<file path="config.mk">
export PLATFORM = sky130hd
export DESIGN_NAME = brf_mul
export DESIGN_NICKNAME = d
export VERILOG_FILES = /design/src/rtl/core/brf_pkg.sv /design/src/rtl/core/brf_mul.sv
export SDC_FILE = /design/constraint.sdc
export NUM_CORES = 1
export LEC_CHECK = 0
export ABC_CLOCK_PERIOD_IN_PS = 5760
export BUFFER_PORTS_ARGS = -buffer_cell sky130_fd_sc_hd__buf_2
export CORE_MARGIN = 8
export CORE_UTILIZATION = 40
export DETAILED_ROUTE_END_ITERATION = 7
export SLEW_MARGIN = 20
export SYNTH_ARGS = -nofsm -noshare
export SYNTH_HDL_FRONTEND = slang
export SYNTH_SLANG_ARGS = --single-unit
</file>
<file path="constraint.sdc">
create_clock -name clk -period 5.76 [get_ports clk]
set_input_delay 1.152 -clock clk [delete_from_list [all_inputs] [get_ports clk]]
set_output_delay 1.152 -clock clk [all_outputs]
set_load 0.03 [all_outputs]
</file>
<file path="src/rtl/core/brf_pkg.sv">
// Package for the bit-plane rectangle fill unit.
// Holds request and result structs, command, status and register codes.
// No dependencies.
`default_nettype none

package brf_pkg;

	localparam int CFG_DATA_W = 32;
	localparam int CFG_IDX_W  = 3;

	localparam logic [CFG_IDX_W-1:0] CFG_ORIGIN_X  = 3'd0;
	localparam logic [CFG_IDX_W-1:0] CFG_ORIGIN_Y  = 3'd1;
	localparam logic [CFG_IDX_W-1:0] CFG_END_X     = 3'd2;
	localparam logic [CFG_IDX_W-1:0] CFG_END_Y     = 3'd3;
	localparam logic [CFG_IDX_W-1:0] CFG_SCALE_X   = 3'd4;
	localparam logic [CFG_IDX_W-1:0] CFG_SCALE_Y   = 3'd5;
	localparam logic [CFG_IDX_W-1:0] CFG_WIDTH_PX  = 3'd6;
	localparam logic [CFG_IDX_W-1:0] CFG_HEIGHT_PX = 3'd7;

	localparam logic CMD_FILL = 1'b0;
	localparam logic CMD_READ = 1'b1;

	localparam logic [1:0] ST_FILLED  = 2'd0;
	localparam logic [1:0] ST_SKIPPED = 2'd1;
	localparam logic [1:0] ST_READ    = 2'd2;

	// shift-add multiplier: one scale bit per cycle
	localparam int MUL_STEPS = 32;
	localparam int MUL_CNT_W = 5;

	// a 6-bit plane over words of at least 8 bits spans at most 8 words
	localparam int PLANE_WORDS_MAX = 8;
	localparam int PLANE_WORD_W    = 3;

	typedef struct packed {
		logic              command;
		logic signed [31:0] corner_ax;
		logic signed [31:0] corner_ay;
		logic signed [31:0] corner_bx;
		logic signed [31:0] corner_by;
		logic [5:0]        plane;
		logic [15:0]       read_pixel;
		logic              read_word;
	} brf_in_t;

	typedef struct packed {
		logic [1:0]  status;
		logic [31:0] read_data;
	} brf_out_t;

	typedef struct packed {
		logic rd_en;
		logic rmw;
	} brf_mem_ctl_t;

endpackage

`default_nettype wire

</file>
<file path="src/rtl/core/brf_mul.sv">
// Shared shift-add multiplier of the fill unit, 32 x 32 to 64 bits.
// One multiplier bit per cycle; depends on brf_pkg.
`default_nettype none

module brf_mul (
	input  wire logic        clk,
	input  wire logic        arst_n,
	input  wire logic        start,
	input  wire logic [31:0] mcand,
	input  wire logic [31:0] mplier,
	output logic             done,
	output logic [63:0]      prod
);
	import brf_pkg::*;

	logic                 run_q;
	logic                 done_q;
	logic [MUL_CNT_W-1:0] cnt_q;
	logic [63:0]          mcand_q;
	logic [31:0]          mplier_q;
	logic [63:0]          acc_q;

	always_ff @(posedge clk or negedge arst_n) begin
		if (!arst_n) begin
			run_q  <= 1'b0;
			done_q <= 1'b0;
			cnt_q  <= '0;
		end else begin
			done_q <= 1'b0;
			if (start && !run_q) begin
				run_q <= 1'b1;
				cnt_q <= '0;
			end else if (run_q) begin
				cnt_q <= cnt_q + MUL_CNT_W'(1);
				if (cnt_q == MUL_CNT_W'(MUL_STEPS - 1)) begin
					run_q  <= 1'b0;
					done_q <= 1'b1;
				end
			end
		end
	end

	always_ff @(posedge clk) begin
		if (start && !run_q) begin
			acc_q    <= '0;
			mcand_q  <= {32'd0, mcand};
			mplier_q <= mplier;
		end else if (run_q) begin
			if (mplier_q[0])
				acc_q <= acc_q + mcand_q;
			mcand_q  <= {mcand_q[62:0], 1'b0};
			mplier_q <= {1'b0, mplier_q[31:1]};
		end
	end

	assign done = done_q;
	assign prod = acc_q;

endmodule

`default_nettype wire

</file>
==> flow_summary_export.csv <==
group,metric,value,unit
status,outcome,"completed",
timing,rsz0062_at_grt,"no",
clock_tree,htreeDepth,4,
timing,layout_min_cycle_time,3574,ps
finish,area_growth,14.32,%
place,dp_hpwl,18.90,mm
timing,skew,11.35,ps
synthesis,syn_inst,1230,
route,dr.pass1.iters,5,
route,viasPerCell,5.254,
worst_hold_path,hp-start,"prod[49]",
synthesis,syn_avg_cell_area,8.135,µm²
route,wire_per_inst,15.82,µm
clock_tree,hold_buffers,0,
place,post_dp_cell_area,10860,µm²
setup_path,cp_data_arrival_time,3900,ps
timing,relSlewSlack,37.66,%
place,placed_cells,1624,
place,pre_cts_slack,2252,ps
timing,hold_viol_final,0,
floorplanning,rows,58,
synthesis,synth-seq-area-share,40.17,%
clock_tree,cts_buffer_depth,2,
timing,tightest_slew,935.1,ps
setup_path,cp_num_buf_inv,0,
setup_path,worstPathCellList,"ha_1, fa_1, a21oi_1, o211ai_1, and4bb_2, o21ba_1, o21ai_1, a21boi_1, o31ai_2, a2111oi_0, or3_1, a32o_1",
job,cap_violations,0,
clock_tree,clkSinkCount,167,
clock_tree,cts_tree,"built",
setup_path,cp-startpoint,"mcand_q[0]",
setup_path,cp_max_fo,3,
grt,antenna_found_initial,0,
grt,grt_max_degree,87,
floorplanning,initial_core_util,40.20,%
setup_path,critPathCaptureType,"register",
clock_tree,path_clk_slew,70,ps
grt,grt_pass1_vias,8744,
finish,finalInstanceArea,11440,µm²
place,gp_congestion,0.8916,
finish,final_cells,1656,
finish,drive_above_1_share,14.25,%
clock_tree,post-cts-setup-buffers,0,
power,vdd_ir_drop_max,211.7,µV
worst_hold_path,min_path_type,"register to register",
place,port-buffer-count,131,
synthesis,synth_fp_nets,1363,
power,p_leak,5.349,nW
timing,post-route-period-util,62.06,%
route,post-route-drc-count,0,
timing,setup_slack,2186,ps
route,drtIter0Drc,463,
timing,fmax,0.2798,GHz
synthesis,synth_area,10010,µm²
synthesis,ys_warn_count,0,
floorplanning,die_x,174.2,µm
setup_path,cp.required,6080,ps
grt,overflow,0,
route,totalWireLength,26.20,mm
synthesis,synth-async-reset-ratio,4.192,%
clock_tree,worstSkewPairLatency,430,ps
setup_path,r2r_start,"mcand_q[0]",
finish,antenna_cells,0,
power,fin_total_pwr,7.841,mW
clock_tree,cts_resized,0,
floorplanning,ios,132,
finish,final_nets,1446,
synthesis,ys_seq_elements,167,
floorplanning,die_h,174.2,µm
synthesis,synth_edf_count,64,
grt,grt_use_total,17.30,%
floorplanning,core-area,24890,µm²
setup_path,slowest_delay,420,ps
power,power_density,685.5,nW/µm²
grt,grt_pass1_wl,43.68,mm
clock_tree,clockRootBuffer,"clkbuf_16",
synthesis,synthFlopType,"dfxtp_1",
setup_path,start_kind,"register",
setup_path,cpMaxStageDelayCell,"fa_1",
route,vias,8700,
clock_tree,numCtsBuffers,17,
timing,maxSlewViolCount,0,
setup_path,cpLargestDelayFamily,"compound AO/OA/AOI/OAI gates",
floorplanning,die_area,30330,µm²
route,antenna_left,0,
timing,tns,0,ps
setup_path,worstSetupPathType,"register to register",
timing,final-setup-viol-count,0,
synthesis,ys_types,69,
-- final timing paths --
| path | end | slack [ps] | cells after the start |
|---|---|---|---|
| max | prod[62] | 2190 | 12 |
| min | prod[49] | 470 | 2 |
| max reg2reg | prod[62] | 2190 | 12 |
| min reg2reg | prod[49] | 470 | 2 |
| max in group asynchronous | run_q | 5060 | 1 |
| min in group asynchronous | cnt_q[3] | 540 | 1 |
-- routing by layer --
metal / vias to the layer above / track usage, % / wire (µm)
met1: 4022 / 22.36 / 12500
met5: - / 0 / 0
li1: 4470 / - / -
met4: 0 / 4.952 / 456
met2: 172 / 28.69 / 12160
met3: 36 / 3.645 / 1083
-- kinds of logic after synthesis --
| group | count (synthesis) | synth area share [%] |
|---|---|---|
| muxes | 5 | 0.5127 |
| DFF | 167 | 40.17 |
| buffers and inverters | 96 | 3.639 |
| xor gates and xnor gates | 53 | 4.639 |
| AOI/OAI and AO/OA | 317 | 19.68 |
| adders and majority gates | 66 | 8.328 |
| and+or+nand+nor | 526 | 23.03 |
-- cells in the mapped netlist (all sizes together) (8+ instances only) --
master,n,share of area [%]
a21o,41,3.1
a21oi,90,4.5
a31oi,10,0.63
and2,9,0.56
and3,8,0.50
buf,9,0.38
clkbuf,65,2.4
dfxtp,96,19
edfxtp,64,19
ha,65,8.1
inv,22,0.83
nand2,344,13
nand2b,37,2.3
nand3,14,0.70
nand4,27,1.7
nor2,46,1.7
nor3,14,0.70
o21a,8,0.60
o21ai,109,5.6
o21bai,11,0.83
or3,9,0.56
xnor2,25,2.2
xor2,28,2.5
-- layout make-up --
cell class	count	area, µm²
repair buffers	138	708.2
clock buffers	17	425.4
clock inverters	15	151.4
multi-input cells	967	5638
well taps	330	412.9
inverters	22	82.58
flip-flops and latches	167	4020
fillers	2528	13450
-- cell usage in the layout (no fill, tap or decap), drive strengths merged, types with 6 or more instances in the layout --
cell / Yosys / routed
nand2b: 37 / 37
or3: 9 / 9
o21bai: 11 / 11
a211oi: 6 / 6
buf: 9 / 138
nand2: 344 / 344
nand3: 14 / 14
xnor2: 25 / 25
ha: 65 / 65
xor2: 28 / 28
clkbuf: 65 / 17
a31oi: 10 / 10
dfrtp: 7 / 7
a21oi: 90 / 90
nor3: 14 / 14
edfxtp: 64 / 64
and2: 9 / 9
inv: 22 / 32
nor2: 46 / 46
and3: 8 / 8
o21a: 8 / 8
dfxtp: 96 / 96
nand4: 27 / 27
a21o: 41 / 41
o21ai: 109 / 109
-- stage by stage --
stage	utilization, %	hold slack [ps]
floorplan	-	450.9
global placement	43.64	456.9
detailed placement	43.64	464.2
CTS	45.95	473.9
global route	45.95	497.8
finish	45.95	469.3
-- worst reg2reg max path, cell delays in order (launching register included) --
cell and delay (ps):
edfxtp_1 400, ha_1 240, fa_1 420, a21oi_1 290, o211ai_1 140, and4bb_2 280, o21ba_1 200, o21ai_1 260
a21boi_1 170, o31ai_2 330, a2111oi_0 180, or3_1 330, a32o_1 250
-- sequential cells by signal, indices dropped and copies added (netlist names) --
register,flops
cnt_q,5
done,1
mcand_q,64
mplier_q,32
prod,64
run_q,1
-- where the power goes --
| part | leakage (nW) | internal (mW) | total, mW | switching (mW) |
|---|---|---|---|---|
| clock network | 0.279 | 0.580 | 1.13 | 0.554 |
| logic | 3.44 | 1.64 | 4.47 | 2.83 |
| registers | 1.63 | 1.86 | 2.24 | 0.382 |
No activity file was read; power rests on OpenSTA's default activity.
